**src/sobel_edge_magnitude_assert.svh**
```systemverilog
// Assertion helpers, clocked on clk, quiet while rst_n is low.
`ifndef SOBEL_EDGE_MAGNITUDE_ASSERT_SVH
`define SOBEL_EDGE_MAGNITUDE_ASSERT_SVH

// Same-cycle implication.
`define SEM_ASSERT_IMP(lbl, ante, cons) \
  lbl: assert property (@(posedge clk) disable iff (!rst_n) (ante) |-> (cons)) \
    else $error("sem assertion failed");

// Next-cycle implication.
`define SEM_ASSERT_NXT(lbl, ante, cons) \
  lbl: assert property (@(posedge clk) disable iff (!rst_n) (ante) |=> (cons)) \
    else $error("sem assertion failed");

`endif

```
**src/sem_pkg.sv**
```systemverilog
`timescale 1ns / 1ps
package sem_pkg;

  localparam int MAX_WIDTH  = 1024;
  localparam int MAX_HEIGHT = 4096;

  localparam int HIST_DEPTH = 2 * MAX_WIDTH + 3;
  localparam int IDX_W      = $clog2(HIST_DEPTH);
  localparam int DIM_W      = $clog2(MAX_WIDTH + 1);
  localparam int HGT_W      = $clog2(MAX_HEIGHT + 1);
  localparam int COL_W      = $clog2(MAX_WIDTH);
  localparam int ROW_W      = $clog2(MAX_HEIGHT);
  localparam int POS_W      = $clog2(MAX_WIDTH * MAX_HEIGHT + 1);

  // register field widths
  localparam int WREG_W    = 11;
  localparam int HREG_W    = 13;
  localparam int CFG_W     = 13;
  localparam int CFG_IDX_W = 2;

  // gradient arithmetic: |g| <= 4*255
  localparam int G_W        = 11;
  localparam int SQ_W       = 20;
  localparam int N_W        = 21;
  localparam int ROOT_STEPS = 11;
  localparam int CNT_W      = 4;
  localparam int KS_W       = 4;
  localparam int LAST_K     = 8;

  typedef enum logic [CFG_IDX_W-1:0] {
    REG_WIDTH  = 2'd0,
    REG_HEIGHT = 2'd1
  } cfg_reg_t;

  typedef struct packed {
    logic       kind;
    logic [7:0] red_in;
    logic [7:0] green_in;
    logic [7:0] blue_in;
  } in_item_t;

  typedef struct packed {
    logic [7:0] red_edge;
    logic [7:0] green_edge;
    logic [7:0] blue_edge;
    logic       frame_last;
  } out_item_t;

  typedef struct packed {
    logic [DIM_W-1:0] w;
    logic [HGT_W-1:0] h;
  } dims_t;

  typedef struct packed {
    logic [COL_W-1:0] col;
    logic [ROW_W-1:0] row;
    logic [IDX_W-1:0] idx;
    logic             last;
  } job_t;

  typedef struct packed {
    logic             en;
    logic [IDX_W-1:0] idx;
    logic [23:0]      data;
  } hist_wr_t;

  typedef enum logic [2:0] {
    B_IDLE,
    B_READ,
    B_DRAIN,
    B_SQ,
    B_SUM,
    B_ROOT,
    B_FIN
  } back_state_t;

  // window offsets: 0 = minus one, 1 = centre, 2 = plus one
  function automatic logic [1:0] win_row(input logic [KS_W-1:0] k);
    unique case (k)
      4'd0, 4'd1, 4'd2: win_row = 2'd0;
      4'd3, 4'd4, 4'd5: win_row = 2'd1;
      default:          win_row = 2'd2;
    endcase
  endfunction

  function automatic logic [1:0] win_col(input logic [KS_W-1:0] k);
    unique case (k)
      4'd0, 4'd3, 4'd6: win_col = 2'd0;
      4'd1, 4'd4, 4'd7: win_col = 2'd1;
      default:          win_col = 2'd2;
    endcase
  endfunction

  function automatic logic signed [2:0] kern_x(input logic [KS_W-1:0] k);
    unique case (k)
      4'd0, 4'd6: kern_x = -3'sd1;
      4'd2, 4'd8: kern_x = 3'sd1;
      4'd3:       kern_x = -3'sd2;
      4'd5:       kern_x = 3'sd2;
      default:    kern_x = 3'sd0;
    endcase
  endfunction

  function automatic logic signed [2:0] kern_y(input logic [KS_W-1:0] k);
    unique case (k)
      4'd0, 4'd2: kern_y = -3'sd1;
      4'd6, 4'd8: kern_y = 3'sd1;
      4'd1:       kern_y = -3'sd2;
      4'd7:       kern_y = 3'sd2;
      default:    kern_y = 3'sd0;
    endcase
  endfunction

  function automatic logic signed [G_W-1:0] weigh(input logic [7:0] v,
                                                  input logic signed [2:0] wgt);
    logic signed [G_W-1:0] vs;
    vs = signed'(G_W'(v));
    unique case (wgt)
      3'sd1:   weigh = vs;
      3'sd2:   weigh = vs <<< 1;
      -3'sd1:  weigh = -vs;
      -3'sd2:  weigh = -(vs <<< 1);
      default: weigh = '0;
    endcase
  endfunction

endpackage

```
**src/sem_front.sv**
```systemverilog
`timescale 1ns / 1ps
module sem_front (
  input  logic               clk,
  input  logic               rst_n,
  input  logic               cfg_valid,
  output logic               cfg_ready,
  input  logic [sem_pkg::CFG_IDX_W-1:0] cfg_index,
  input  logic [sem_pkg::CFG_W-1:0]     cfg_data,
  input  logic               in_valid,
  output logic               in_stall,
  input  sem_pkg::in_item_t  in_item,
  input  logic               q_ready,
  input  logic               rd_busy,
  output logic               q_push,
  output sem_pkg::job_t      q_job,
  output sem_pkg::hist_wr_t  hist_wr,
  output sem_pkg::dims_t     dims
);
  import sem_pkg::*;

  logic [WREG_W-1:0] width_r;
  logic [HREG_W-1:0] height_r;
  logic [POS_W-1:0]  in_pos_r, out_pos_r;
  logic [IDX_W-1:0]  in_idx_r, out_idx_r;
  logic [COL_W-1:0]  out_col_r;
  logic [ROW_W-1:0]  out_row_r;

  logic [DIM_W-1:0]  w_c;
  logic [HGT_W-1:0]  h_c;
  logic [POS_W-1:0]  total, in_pos_inc, pos_gap;
  logic              accept, is_pix, emit, last, cfg_wr;
  logic [IDX_W-1:0]  in_idx_nxt, out_idx_nxt;

  // clamp the raw register values
  always_comb begin
    if (width_r == '0) begin
      w_c = DIM_W'(1);
    end else if (int'(width_r) > MAX_WIDTH) begin
      w_c = DIM_W'(MAX_WIDTH);
    end else begin
      w_c = DIM_W'(width_r);
    end
    if (height_r == '0) begin
      h_c = HGT_W'(1);
    end else if (int'(height_r) > MAX_HEIGHT) begin
      h_c = HGT_W'(MAX_HEIGHT);
    end else begin
      h_c = HGT_W'(height_r);
    end
  end

  assign total      = POS_W'(w_c) * POS_W'(h_c);
  assign cfg_ready  = 1'b1;
  assign cfg_wr     = cfg_valid && cfg_ready &&
                      (cfg_reg_t'(cfg_index) == REG_WIDTH ||
                       cfg_reg_t'(cfg_index) == REG_HEIGHT);
  assign in_stall   = !q_ready || rd_busy;
  assign accept     = in_valid && !in_stall;
  assign is_pix     = accept && !in_item.kind && (in_pos_r < total);
  assign in_pos_inc = in_pos_r + POS_W'(1);
  assign pos_gap    = in_pos_inc - out_pos_r;
  assign last       = (out_pos_r == total - POS_W'(1));

  always_comb begin
    if (is_pix) begin
      emit = (pos_gap >= POS_W'(w_c) + POS_W'(2));
    end else begin
      emit = accept && (in_pos_r >= total) && (out_pos_r < total);
    end
  end

  assign in_idx_nxt  = (in_idx_r == IDX_W'(HIST_DEPTH - 1)) ? '0 : in_idx_r + IDX_W'(1);
  assign out_idx_nxt = (out_idx_r == IDX_W'(HIST_DEPTH - 1)) ? '0 : out_idx_r + IDX_W'(1);

  assign q_push       = emit;
  assign q_job.col    = out_col_r;
  assign q_job.row    = out_row_r;
  assign q_job.idx    = out_idx_r;
  assign q_job.last   = last;
  assign hist_wr.en   = is_pix;
  assign hist_wr.idx  = in_idx_r;
  assign hist_wr.data = {in_item.red_in, in_item.green_in, in_item.blue_in};
  assign dims.w       = w_c;
  assign dims.h       = h_c;

  always_ff @(posedge clk) begin
    if (!rst_n) begin
      width_r   <= WREG_W'(1024);
      height_r  <= HREG_W'(1024);
      in_pos_r  <= '0;
      out_pos_r <= '0;
      in_idx_r  <= '0;
      out_idx_r <= '0;
      out_col_r <= '0;
      out_row_r <= '0;
    end else if (cfg_wr) begin
      if (cfg_reg_t'(cfg_index) == REG_WIDTH) begin
        width_r <= cfg_data[WREG_W-1:0];
      end else begin
        height_r <= cfg_data[HREG_W-1:0];
      end
      in_pos_r  <= '0;
      out_pos_r <= '0;
      in_idx_r  <= '0;
      out_idx_r <= '0;
      out_col_r <= '0;
      out_row_r <= '0;
    end else if (accept) begin
      if (emit && last) begin
        in_pos_r  <= '0;
        out_pos_r <= '0;
        in_idx_r  <= '0;
        out_idx_r <= '0;
        out_col_r <= '0;
        out_row_r <= '0;
      end else begin
        if (is_pix) begin
          in_pos_r <= in_pos_inc;
          in_idx_r <= in_idx_nxt;
        end
        if (emit) begin
          out_pos_r <= out_pos_r + POS_W'(1);
          out_idx_r <= out_idx_nxt;
          if (DIM_W'(out_col_r) + DIM_W'(1) >= w_c) begin
            out_col_r <= '0;
            out_row_r <= out_row_r + ROW_W'(1);
          end else begin
            out_col_r <= out_col_r + COL_W'(1);
          end
        end
      end
    end
  end

endmodule

```
**config.mk**
```make
export PLATFORM = sky130hd
export DESIGN_NAME = sem_front
export DESIGN_NICKNAME = d
export VERILOG_FILES = /design/src/sobel_edge_magnitude_assert.svh /design/src/sem_pkg.sv /design/src/sem_front.sv
export SDC_FILE = /design/constraint.sdc
export NUM_CORES = 1
export LEC_CHECK = 0
export BUFFER_PORTS_ARGS = -buffer_cell sky130_fd_sc_hd__buf_4
export CORE_UTILIZATION = 54
export CTS_BUF_LIST = sky130_fd_sc_hd__clkbuf_4
export CTS_CLUSTER_SIZE = 20
export DETAILED_ROUTE_END_ITERATION = 7
export HOLD_SLACK_MARGIN = 0.08
export PLACE_DENSITY = 0.8
export SYNTH_ARGS = -nofsm -noshare
export SYNTH_HDL_FRONTEND = slang
export SYNTH_SLANG_ARGS = --single-unit
```
**constraint.sdc**
```tcl
create_clock -name clk -period 11.17 [get_ports clk]
set_input_delay 1.117 -clock clk [delete_from_list [all_inputs] [get_ports clk]]
set_output_delay 1.117 -clock clk [all_outputs]
set_load 0.02 [all_outputs]
```
==> metrics <==
status finished clean; R2R cell count 32; Least-Margin Pin Slew 1.147 ns; post-synthesis register bit count 116; worst r2r src width_r[10]; Yosys warnings 0; layout filler cell count 2532; Req. time, crit path 10.05 ns; Slew Viols, Final 0; Post-Layout Inst Area 16240 um2; FF+latch area 2323 um2; port bufs 95; share of cells above drive strength 1 0.09763; Max stage delay on crit path 0.62 ns; Post-Route Setup TNS 0 ns; CP endpoint kind output pin; post-route insts no fill 2360; Num Clock Sinks 116; CTS tree done; post-CTS setup buffer count 0; I/O pin count 145; crit-path leading delay family adder cells; Clk Latency, worst-skew pair 0.57 ns; die footprint 28670 um2; Final #Nets 2268; min-delay src height_r[11]; Residual DRC 0; sequential share of the synthesized area 0.1536; commonest non-fill, non-tap cell in the layout nand2_1; final setup vio count 0; utilization after layout 0.5977; CP startpoint kind flip-flop; grt total ovfl 0; CTS Buf Count 17; initial DRC count 1000; cells after synthesis 1942; Starting Density 0.5564; Detailed Routing Iterations Pass 1 6; Hold Worst Slack 0.4933 ns; core area 27180 um2; hold-critical path depth 2; Setup CP Type flip-flop to output pin; Worst EP arrival 9.62 ns; fmax 93.11 MHz; FFs w/ async S/R, synth 0; DIE WIDTH 169.3 um; Buf/Inv on CP 9; Final Hold Fails 0; Netlist cell types 92; Synth-to-Final Area Change 7.414%; largest net degree at the start of global routing 56; RSZ-0062 raised after global routing false; VDD IR max 0.05566 mV; Leak 7.366 nW; vias in the first global route 13731; # rows 60; Max-Cap Viols 0; GRT Total Usage 0.3070; Hold/Removal Path Class flip-flop to flip-flop; Post-Syn Area 15120 um2; initial antenna violation count 1; reg-to-reg setup timing slack 1.31 ns; DP Cell Count 2327; most frequent cells in the layout nand2_1 (227), inv_1 (194), nor2_1 (169), ha_1 (150); CTS Buffer Depth 2; Worst Skew 0.04112 ns; Final min period 10.74 ns; Chip Height 169.3 um; PwrDens 59.31 nW/um2; CP max-delay cell o311ai_1; Synth Flop Type dfxtp_1; Final Total Pwr 0.9633 mW; root buf cell clkbuf_4; CP Max Fanout 15; worst r2r dst out_row_r[4]; multi-input logic area 11520 um2; H-Tree Depth 4; total routed wirelength 43.33 mm; worst hold path endpoint height_r[11]; final cycle utilization of the critical path 0.9615; Vias 14210; Vias/cell 6.021; final worst slack 0.4304 ns; GPL Wtd Cong 1.003; Crit path top cell by count inv_1; DP HPWL 34.48 mm; first-pass GRT wire length 70.00 mm; Rel. slew slack 0.2328; clk slew on worst S/H paths 0.15 ns; Post-synth EDFFs 0; Avg Cell Area, Syn 7.786 um2; final antenna-violating net count 0; mean routed wirelength per cell 18.36 um; Placement Cell Area 15940 um2; Placement Setup Slack 0.9889 ns
[state kept, by name, summed over array words and instances, names as in the netlist]
signal / cells
in_pos_r: 23
out_pos_r: 23
height_r: 13
in_idx_r: 12
out_idx_r: 12
out_row_r: 12
width_r: 11
out_col_r: 10
[cell usage after synthesis (all sizes together), types with 24 or more instances]
cell type | number | area, um2
a21o | 31 | 232.7
a21oi | 89 | 445.4
and3 | 43 | 269.0
buf | 57 | 357.9
clkbuf | 46 | 172.7
dfxtp | 116 | 2322
fa | 98 | 1962
ha | 150 | 1877
inv | 198 | 743.2
nand2 | 228 | 855.8
nand3 | 77 | 385.4
nand4 | 24 | 156.4
nor2 | 172 | 648.1
nor2b | 25 | 156.4
nor3 | 43 | 226.5
nor4 | 31 | 215.2
o21ai | 77 | 385.4
or3 | 24 | 150.1
xnor2 | 78 | 683.2
xor2 | 27 | 236.5
[cells by family after synthesis]
kind of cell | after synthesis | share of synthesized area
AO/OA/AOI/OAI | 373 | 0.1696
multiplexers | 18 | 0.01233
other | 1 | 0.0002480
XOR/XNOR | 112 | 0.07125
AND/OR/NAND/NOR | 761 | 0.2511
flip-flops | 116 | 0.1536
adder cells (fa/ha/maj) | 250 | 0.2552
buffers and inverters | 311 | 0.08672
[power breakdown]
part / switching (mW) / leakage (nW) / internal (mW)
Clock: 0.214 / 0.148 / 0.120
Sequential: 0.00489 / 0.935 / 0.417
Combinational: 0.130 / 6.28 / 0.0771
Total: 0.348 / 7.37 / 0.615
[worst max path at each step]
stage / end / cells past startpoint / startpoint / slack (ns)
3_5_place_dp: q_push / 30 / width_r[10] / 0.99
2_1_floorplan: q_push / 34 / width_r[4] / 1.61
3_3_place_gp: q_push / 30 / width_r[10] / 1.22
6_report: q_push / 30 / width_r[10] / 0.43
4_1_cts: q_push / 30 / width_r[10] / 0.27
5_1_grt: q_push / 30 / width_r[10] / 0.03
[routing by layer]
metal / vias to the layer above / track usage / routed length (um)
met5: - / 0 / 17
met4: 2 / 0.1371 / 1881
met3: 113 / 0.03685 / 2331
met2: 495 / 0.5287 / 20930
met1: 6832 / 0.3848 / 18170
li1: 6768 / - / -
[tightest hold or removal path, delay by kind of cell, from the launching register on]
| family | cells | cell delay [ns] |
|---|---|---|
| AO/OA/AOI/OAI | 1 | 0.06 |
| flip-flops | 1 | 0.35 |
| AND/OR/NAND/NOR | 1 | 0.05 |
[final cells by class]
class | count | share of cell area
diodes | 1 | 0.0001541
multi-input cells | 1516 | 0.7090
clock buffers | 17 | 0.007858
inverters | 208 | 0.04830
repair buffers | 115 | 0.05315
well taps | 372 | 0.02866
clock inverters | 15 | 0.009784
flip-flops and latches | 116 | 0.1431
[timing repair]
action | CTS | global route
hold buffers | 0 | 0
setup endpoints to repair | 0 | 2
gates resized for setup | 0 | 5
(Power assumes the default switching activity.)
