<file path="config.mk">
export PLATFORM = sky130hd
export DESIGN_NAME = sem_jobq
export DESIGN_NICKNAME = d
export VERILOG_FILES = /design/src/sobel_edge_magnitude_assert.svh /design/src/sem_pkg.sv /design/src/sem_jobq.sv
export SDC_FILE = /design/constraint.sdc
export NUM_CORES = 1
export LEC_CHECK = 0
export BUFFER_PORTS_ARGS = -buffer_cell sky130_fd_sc_hd__clkbuf_2
export CORE_MARGIN = 2
export CORE_UTILIZATION = 35
export DETAILED_ROUTE_END_ITERATION = 7
export PLACE_DENSITY = 0.72
export SYNTH_ARGS = -nofsm -noshare
export SYNTH_HDL_FRONTEND = slang
export SYNTH_SLANG_ARGS = --single-unit
</file>
<file path="constraint.sdc">
create_clock -name clk -period 2.34 [get_ports clk]
set_clock_uncertainty 0.15 [all_clocks]
set_input_delay 0.234 -clock clk [delete_from_list [all_inputs] [get_ports clk]]
set_output_delay 0.234 -clock clk [all_outputs]
set_load 0.05 [all_outputs]
</file>
<file path="src/sobel_edge_magnitude_assert.svh">
// Assertion helpers, clocked on clk, quiet while rst_n is low.
`ifndef SOBEL_EDGE_MAGNITUDE_ASSERT_SVH
`define SOBEL_EDGE_MAGNITUDE_ASSERT_SVH

// Same-cycle implication.
`define SEM_ASSERT_IMP(lbl, ante, cons) \
  lbl: assert property (@(posedge clk) disable iff (!rst_n) (ante) |-> (cons)) \
    else $error("sem assertion failed");

// Next-cycle implication.
`define SEM_ASSERT_NXT(lbl, ante, cons) \
  lbl: assert property (@(posedge clk) disable iff (!rst_n) (ante) |=> (cons)) \
    else $error("sem assertion failed");

`endif

</file>
<file path="src/sem_pkg.sv">
`timescale 1ns / 1ps
package sem_pkg;

  localparam int MAX_WIDTH  = 1024;
  localparam int MAX_HEIGHT = 4096;

  localparam int HIST_DEPTH = 2 * MAX_WIDTH + 3;
  localparam int IDX_W      = $clog2(HIST_DEPTH);
  localparam int DIM_W      = $clog2(MAX_WIDTH + 1);
  localparam int HGT_W      = $clog2(MAX_HEIGHT + 1);
  localparam int COL_W      = $clog2(MAX_WIDTH);
  localparam int ROW_W      = $clog2(MAX_HEIGHT);
  localparam int POS_W      = $clog2(MAX_WIDTH * MAX_HEIGHT + 1);

  // register field widths
  localparam int WREG_W    = 11;
  localparam int HREG_W    = 13;
  localparam int CFG_W     = 13;
  localparam int CFG_IDX_W = 2;

  // gradient arithmetic: |g| <= 4*255
  localparam int G_W        = 11;
  localparam int SQ_W       = 20;
  localparam int N_W        = 21;
  localparam int ROOT_STEPS = 11;
  localparam int CNT_W      = 4;
  localparam int KS_W       = 4;
  localparam int LAST_K     = 8;

  typedef enum logic [CFG_IDX_W-1:0] {
    REG_WIDTH  = 2'd0,
    REG_HEIGHT = 2'd1
  } cfg_reg_t;

  typedef struct packed {
    logic       kind;
    logic [7:0] red_in;
    logic [7:0] green_in;
    logic [7:0] blue_in;
  } in_item_t;

  typedef struct packed {
    logic [7:0] red_edge;
    logic [7:0] green_edge;
    logic [7:0] blue_edge;
    logic       frame_last;
  } out_item_t;

  typedef struct packed {
    logic [DIM_W-1:0] w;
    logic [HGT_W-1:0] h;
  } dims_t;

  typedef struct packed {
    logic [COL_W-1:0] col;
    logic [ROW_W-1:0] row;
    logic [IDX_W-1:0] idx;
    logic             last;
  } job_t;

  typedef struct packed {
    logic             en;
    logic [IDX_W-1:0] idx;
    logic [23:0]      data;
  } hist_wr_t;

  typedef enum logic [2:0] {
    B_IDLE,
    B_READ,
    B_DRAIN,
    B_SQ,
    B_SUM,
    B_ROOT,
    B_FIN
  } back_state_t;

  // window offsets: 0 = minus one, 1 = centre, 2 = plus one
  function automatic logic [1:0] win_row(input logic [KS_W-1:0] k);
    unique case (k)
      4'd0, 4'd1, 4'd2: win_row = 2'd0;
      4'd3, 4'd4, 4'd5: win_row = 2'd1;
      default:          win_row = 2'd2;
    endcase
  endfunction

  function automatic logic [1:0] win_col(input logic [KS_W-1:0] k);
    unique case (k)
      4'd0, 4'd3, 4'd6: win_col = 2'd0;
      4'd1, 4'd4, 4'd7: win_col = 2'd1;
      default:          win_col = 2'd2;
    endcase
  endfunction

  function automatic logic signed [2:0] kern_x(input logic [KS_W-1:0] k);
    unique case (k)
      4'd0, 4'd6: kern_x = -3'sd1;
      4'd2, 4'd8: kern_x = 3'sd1;
      4'd3:       kern_x = -3'sd2;
      4'd5:       kern_x = 3'sd2;
      default:    kern_x = 3'sd0;
    endcase
  endfunction

  function automatic logic signed [2:0] kern_y(input logic [KS_W-1:0] k);
    unique case (k)
      4'd0, 4'd2: kern_y = -3'sd1;
      4'd6, 4'd8: kern_y = 3'sd1;
      4'd1:       kern_y = -3'sd2;
      4'd7:       kern_y = 3'sd2;
      default:    kern_y = 3'sd0;
    endcase
  endfunction

  function automatic logic signed [G_W-1:0] weigh(input logic [7:0] v,
                                                  input logic signed [2:0] wgt);
    logic signed [G_W-1:0] vs;
    vs = signed'(G_W'(v));
    unique case (wgt)
      3'sd1:   weigh = vs;
      3'sd2:   weigh = vs <<< 1;
      -3'sd1:  weigh = -vs;
      -3'sd2:  weigh = -(vs <<< 1);
      default: weigh = '0;
    endcase
  endfunction

endpackage

</file>
<file path="src/sem_jobq.sv">
`timescale 1ns / 1ps
module sem_jobq (
  input  logic          clk,
  input  logic          rst_n,
  input  logic          push,
  input  sem_pkg::job_t push_job,
  output logic          push_ready,
  input  logic          pop,
  output logic          pop_valid,
  output sem_pkg::job_t pop_job
);
  import sem_pkg::*;

  logic valid_r;
  job_t job_r;

  assign push_ready = !valid_r;
  assign pop_valid  = valid_r;
  assign pop_job    = job_r;

  always_ff @(posedge clk) begin
    if (!rst_n) begin
      valid_r <= 1'b0;
    end else if (push && !valid_r) begin
      valid_r <= 1'b1;
    end else if (pop) begin
      valid_r <= 1'b0;
    end
  end

  always_ff @(posedge clk) begin
    if (push && !valid_r) begin
      job_r <= push_job;
    end
  end

endmodule

</file>
==> results of run 1 <==
routing by layer:
metal / up-vias / global-route usage, % / share of wire, %
met1: 356 / 17.47 / 37
met2: 59 / 26.86 / 48
li1: 400 / - / -
met5: - / 0 / 0
met4: 0 / 8.889 / 2.3
met3: 7 / 9.524 / 12
critical path: stages:
cell	delay, ps
dlygate4sd3_1	540
clkbuf_2	100
o211a_1	120
dlygate4sd3_1	570
power breakdown:
group	internal [mW]	switching (mW)
Sequential	0.754	0.0127
Clock	0.223	0.199
Combinational	0.0942	0.185
Total	1.07	0.397
cell families after synthesis:
| family | Yosys count |
|---|---|
| DFF | 36 |
| and+or+nand+nor | 2 |
| AOI/OAI and AO/OA | 1 |
| buffers and inverters | 1 |
synthesized netlist by cell type:
master,n,area share [%]
nor2b_1,1,0.57
inv_1,1,0.34
nand2_1,1,0.34
o211a_1,1,0.91
dfxtp_1,1,1.8
edfxtp_1,35,96
worst max path at each step:
stage | slack (ps) | cells past startpoint | endpoint
final | 840 | 4 | pop_valid
after global routing | 770 | 2 | pop_job[25]
after CTS | 830 | 2 | pop_job[25]
after detailed placement | 840 | 2 | pop_job[0]
after global placement | 900 | 2 | pop_job[28]
after floorplan | 270 | 1 | pop_job[0]
registers in the layout, indices dropped and copies added, names as in the netlist:
| name | flops |
|---|---|
| pop_job | 35 |
| pop_valid | 1 |
timing repair:
item,in CTS,in global routing
hold buffers,37,0
hold endpoints to repair,36,0
resized for setup,0,0
area by class of cell:
| type | instances | area share (%) |
|---|---|---|
| well taps | 33 | 2.075 |
| clock inverters | 3 | 2.138 |
| repair buffers | 113 | 38.49 |
| multi-input cells | 3 | 1.384 |
| clock buffers | 5 | 1.887 |
| inverters | 1 | 0.1887 |
| flip-flops and latches | 36 | 53.84 |
through the flow:
stage | cell area [um^2] | setup WS (ps)
after floorplan | 1097 | 275.0
after global placement | 1539 | 895.5
after detailed placement | 1539 | 837.6
after CTS | 1989 | 829.8
after global routing | 1989 | 766.3
final | 1989 | 844.1
==> impl_metrics.yaml, run 1 <==
die:
  initial_core_util_pct: 36.46
  core_mm2: 0.003003
  die-width_um: 59.93
  num_rows: 20
  pin_count: 76
  dieArea_mm2: 0.003592
  die_h_um: 59.93
place:
  dp_hpwl_um: 1546
  placedCellCount: 149
  numPortBuffers: 75
  place_congestion: 0.6717
global_routing:
  grt.overflow.total: 0
  grt_usage_pct: 16.81
  grt_antenna_before_repair: 0
  grt_max_degree: 20
  grt_pass1_vias: 901
  grt_pass1_wl_um: 4002
power_and_ir_drop:
  p_leak_nw: 0.8822
  p_total_mw: 1.468
  peakVddDrop_mv: 0.4949
  power_density_mw_per_mm2: 737.8
final_layout:
  areaGrowthSynthToFinish_pct: 81.71
  drive_above_1_share_pct: 52.80
  layout.cells.most_common_list: "75 x clkbuf_2, 37 x dlygate4sd3_1, 35 x edfxtp_1, 5 x clkbuf_4"
  final_util_pct: 66.25
  finalNonFillerCells: 194
  nets: 199
  diodes: 0
  fillers: 218
  multiInputGateArea_um2: 27.53
  register_area_mm2: 0.001071
  final_common_cell: "clkbuf_2"
yosys:
  synth-simple-area-share_pct: 0.9143
  synthAdderAreaFrac_pct: 0
  synth_compound_gate_area_share_pct: 0.9143
  ys_seq_elements: 36
  synth_mux_area_share_pct: 0
  synthXorXnorAreaFrac_pct: 0
  synth_cell_types: 6
  synthesis.area_mm2: 0.001095
  synth_cells: 40
  avgSynthCellArea_um2: 27.37
  ys_warn_count: 0
  syn-num-nets: 79
  synth_top_family_by_area: "simple AND/OR/NAND/NOR gates"
  synth_seq_area_share_pct: 97.83
setup_path:
  endpoint_kind: "flip-flop"
  regToRegSetupSlack_ps: 860
  startpoint: "rst_n"
  r2r_cells: 2
  worstPathMaxFanout: 1
  r2r-end: "pop_job[28]"
  path_class: "in2reg"
  worstPathArrival_ps: 1570
  start_kind: "primary input"
  reg2reg_from: "pop_valid"
  cp.required_ps: 2410
cts:
  postCtsSetupBuffers: 0
  clkLatencyLatePin_ps: 330
  clock_tree.root_cell: "clkbuf_4"
  clk_pin_slew_ps: 110
  numCtsBuffers: 5
  clockBufferDepth: 2
  h-tree-depth: 2
  clkSinkCount: 36
  cts_tree: "done"
sta:
  min_period_ps: 1496
  maxSlewHeadroom_pct: 66.99
  holdWs_ps: 220.1
  tightest_slew_ps: 494.2
  finalSetupViolCount: 0
  maxSlewViolCount: 0
  hold_viol: 0
  fin_crit_sh_pct: 63.93
  fin_setup_tns_ps: 0
  max_freq_ghz: 0.6685
  rsz0062_at_grt: "false"
routing:
  vias: 822
  wl_per_cell_um: 13.92
  finalWirelength_um: 2701
  drtIter0Drc: 16
  drtPass1Iterations: 3
  drc: 0
  ant_nets: 0
  viasPerCell: 4.237
run_status:
  status: "completed"
hold_path:
  holdPathStages: 2
  min_to: "pop_job[22]"
  min_path_type: "in2reg"
  hp-start: "push"
flow_run:
  max_cap_viol_count: 0
(Power assumes the default switching activity.)
==> inputs of run 2 (changes only) <==
==> constraint.sdc (replaced) <==
create_clock -name clk -period 1.2 [get_ports clk]
set_clock_uncertainty 0.15 [all_clocks]
set_input_delay 0.12 -clock clk [delete_from_list [all_inputs] [get_ports clk]]
set_output_delay 0.12 -clock clk [all_outputs]
set_load 0.05 [all_outputs]
==> run 2 against run 1 <==
- the run now ends with negative setup slack left
- non-clock buffer count rose by 2
- clock-buffer cell count did not move
- register-to-register slack got worse by 870 ps
- clock power rose by 48%
- core utilization rose by 12 points
- global-route usage rose by 2.8 points
- first-iteration DRC count fell by 19%
- combinational power rose by 150%
- critical path depth fell by 3
- setup slack got worse by 910 ps
- sequential share of layout area fell by 7.9 points
- critical endpoint is now pop_job[23]
==> impl_metrics.yaml, run 2 (synthesis gave the netlist of run 1 again) <==
global_routing:
  grt_usage_pct: 19.63
  grt_pass1_wl_um: 4650
  grt.overflow.total: 0
  grt_pass1_vias: 934
  grt_antenna_before_repair: 0
  grt_max_degree: 21
setup_path:
  cpPeakStageDelay_ps: 460
  endpoint_kind: "output pin"
  worstPathArrival_ps: 990
  start_kind: "flip-flop"
  slowest_stage: "edfxtp_1"
  worstPathBufferInverterCount: 1
  path_cells: "buf_8"
  path_class: "reg2out"
  cpLargestDelayFamily: "flip-flops"
  worstPathMaxFanout: 1
  cp.required_ps: 930
final_layout:
  diodes: 0
  areaGrowthSynthToFinish_pct: 113.6
  largest_reg_flops: 35
  drive_above_1_share_pct: 53.37
  nets: 201
  fillers: 158
  layout.cells.most_common_list: "38 x dlygate4sd3_1, 38 x clkbuf_2, 35 x edfxtp_1, 25 x clkbuf_8, 12 x buf_8"
die:
  die-width_um: 59.93
  pin_count: 76
  core_mm2: 0.003003
  die_h_um: 59.93
  dieArea_mm2: 0.003592
  num_rows: 20
  initial_core_util_pct: 36.46
cts:
  clock_tree.root_cell: "clkbuf_4"
  clkSinkCount: 36
  cts_tree: "done"
  h-tree-depth: 2
  clkLatencyLatePin_ps: 340
  clk_pin_slew_ps: 120
  clockBufferDepth: 2
  numCtsBuffers: 5
power_and_ir_drop:
  power_density_mw_per_mm2: 1211
  p_total_mw: 2.833
  p_leak_nw: 0.9930
  peakVddDrop_mv: 1.012
run_status:
  violations: "negative setup slack"
  status: "finished with violations"
routing:
  drc: 0
  ant_nets: 0
  finalWirelength_um: 3334
  vias: 867
  drtPass1Iterations: 4
  wl_per_cell_um: 17.01
  drtIter0Drc: 13
  viasPerCell: 4.423
sta:
  maxSlewHeadroom_pct: 89.24
  hold_viol: 0
  max_freq_ghz: 0.7924
  rsz0062_at_grt: "true"
  finalSetupViolCount: 25
  tightest_slew_ps: 161.1
  fin_crit_sh_pct: 105.2
  min_period_ps: 1262
  maxSlewViolCount: 0
  fin_setup_tns_ps: -380.8
  fin_ws_ps: -62.00
place:
  dp_hpwl_um: 1523
  place_congestion: 0.6618
  numPortBuffers: 75
  place_ws_ps: 41.85
hold_path:
  min_path_type: "in2reg"
flow_run:
  max_cap_viol_count: 0
run 2: cell types whose count changed in the layout (fill, tap and decap cells not counted), sizes merged:
cell,delta
buf,+13
bufinv,-1
clkbuf,-12
clkinvlp,+1
dlygate4sd3,+1
run 2: per-stage QoR:
step | instance area, um^2 | hold WS [ps] | cells | util, %
final | 2338 | 174.0 | 196 | 77.88
after global routing | 2338 | 155.4 | 196 | 77.88
after CTS | 2317 | 162.1 | 196 | 77.17
after detailed placement | 1563 | 148.6 | 150 | 52.04
after global placement | 1563 | 146.3 | 150 | 52.04
after floorplan | 1106 | 68.87 | 40 | -
run 2: worst paths after layout:
check / start / to / slack (ps) / cells after the start
min: push / pop_job[23] / 170 / 3
max: pop_job[23] / pop_job[23] / -60 / 1
min reg2reg: pop_valid / pop_valid / 450 / 2
max reg2reg: pop_valid / pop_job[6] / -10 / 2
run 2: what timing repair did:
item,4_1_cts,5_1_grt
buffers inserted,0,0
gates resized for setup,73,15
endpoints found under the hold margin,36,0
setup endpoints to repair,37,57
gates cloned,0,0
hold buffers,38,0
run 2: layer usage:
layer,wire (um),part of all wire [%],global-route usage [%]
met4,41,1.2,8.571
met1,1204,36,22.87
met3,459,14,12.12
met2,1628,49,28.88
met5,0,0,0
run 2: layout make-up:
cell class              instances  area, um^2  area share (%)
clock buffers                   5       37.54           1.605
multi-input cells               3       27.53           1.177
repair buffers                115        1135           48.53
inverters                       1       3.754          0.1605
clock inverters                 3       18.77          0.8026
well taps                      33       41.29           1.766
flip-flops and latches         36        1075           45.96
run 2: worst reg2reg max path, delay by kind of cell (launching register included):
family | cells | cell delay (ps)
AND/OR/NAND/NOR | 1 | 180
flip-flops | 1 | 390
buffers and inverters | 1 | 190
run 2: power breakdown:
| group | total, mW | switching [mW] | internal (mW) |
|---|---|---|---|
| clock network | 0.626 | 0.405 | 0.221 |
| logic | 0.692 | 0.375 | 0.317 |
| registers | 1.51 | 0.0434 | 1.47 |
| total | 2.83 | 0.824 | 2.01 |
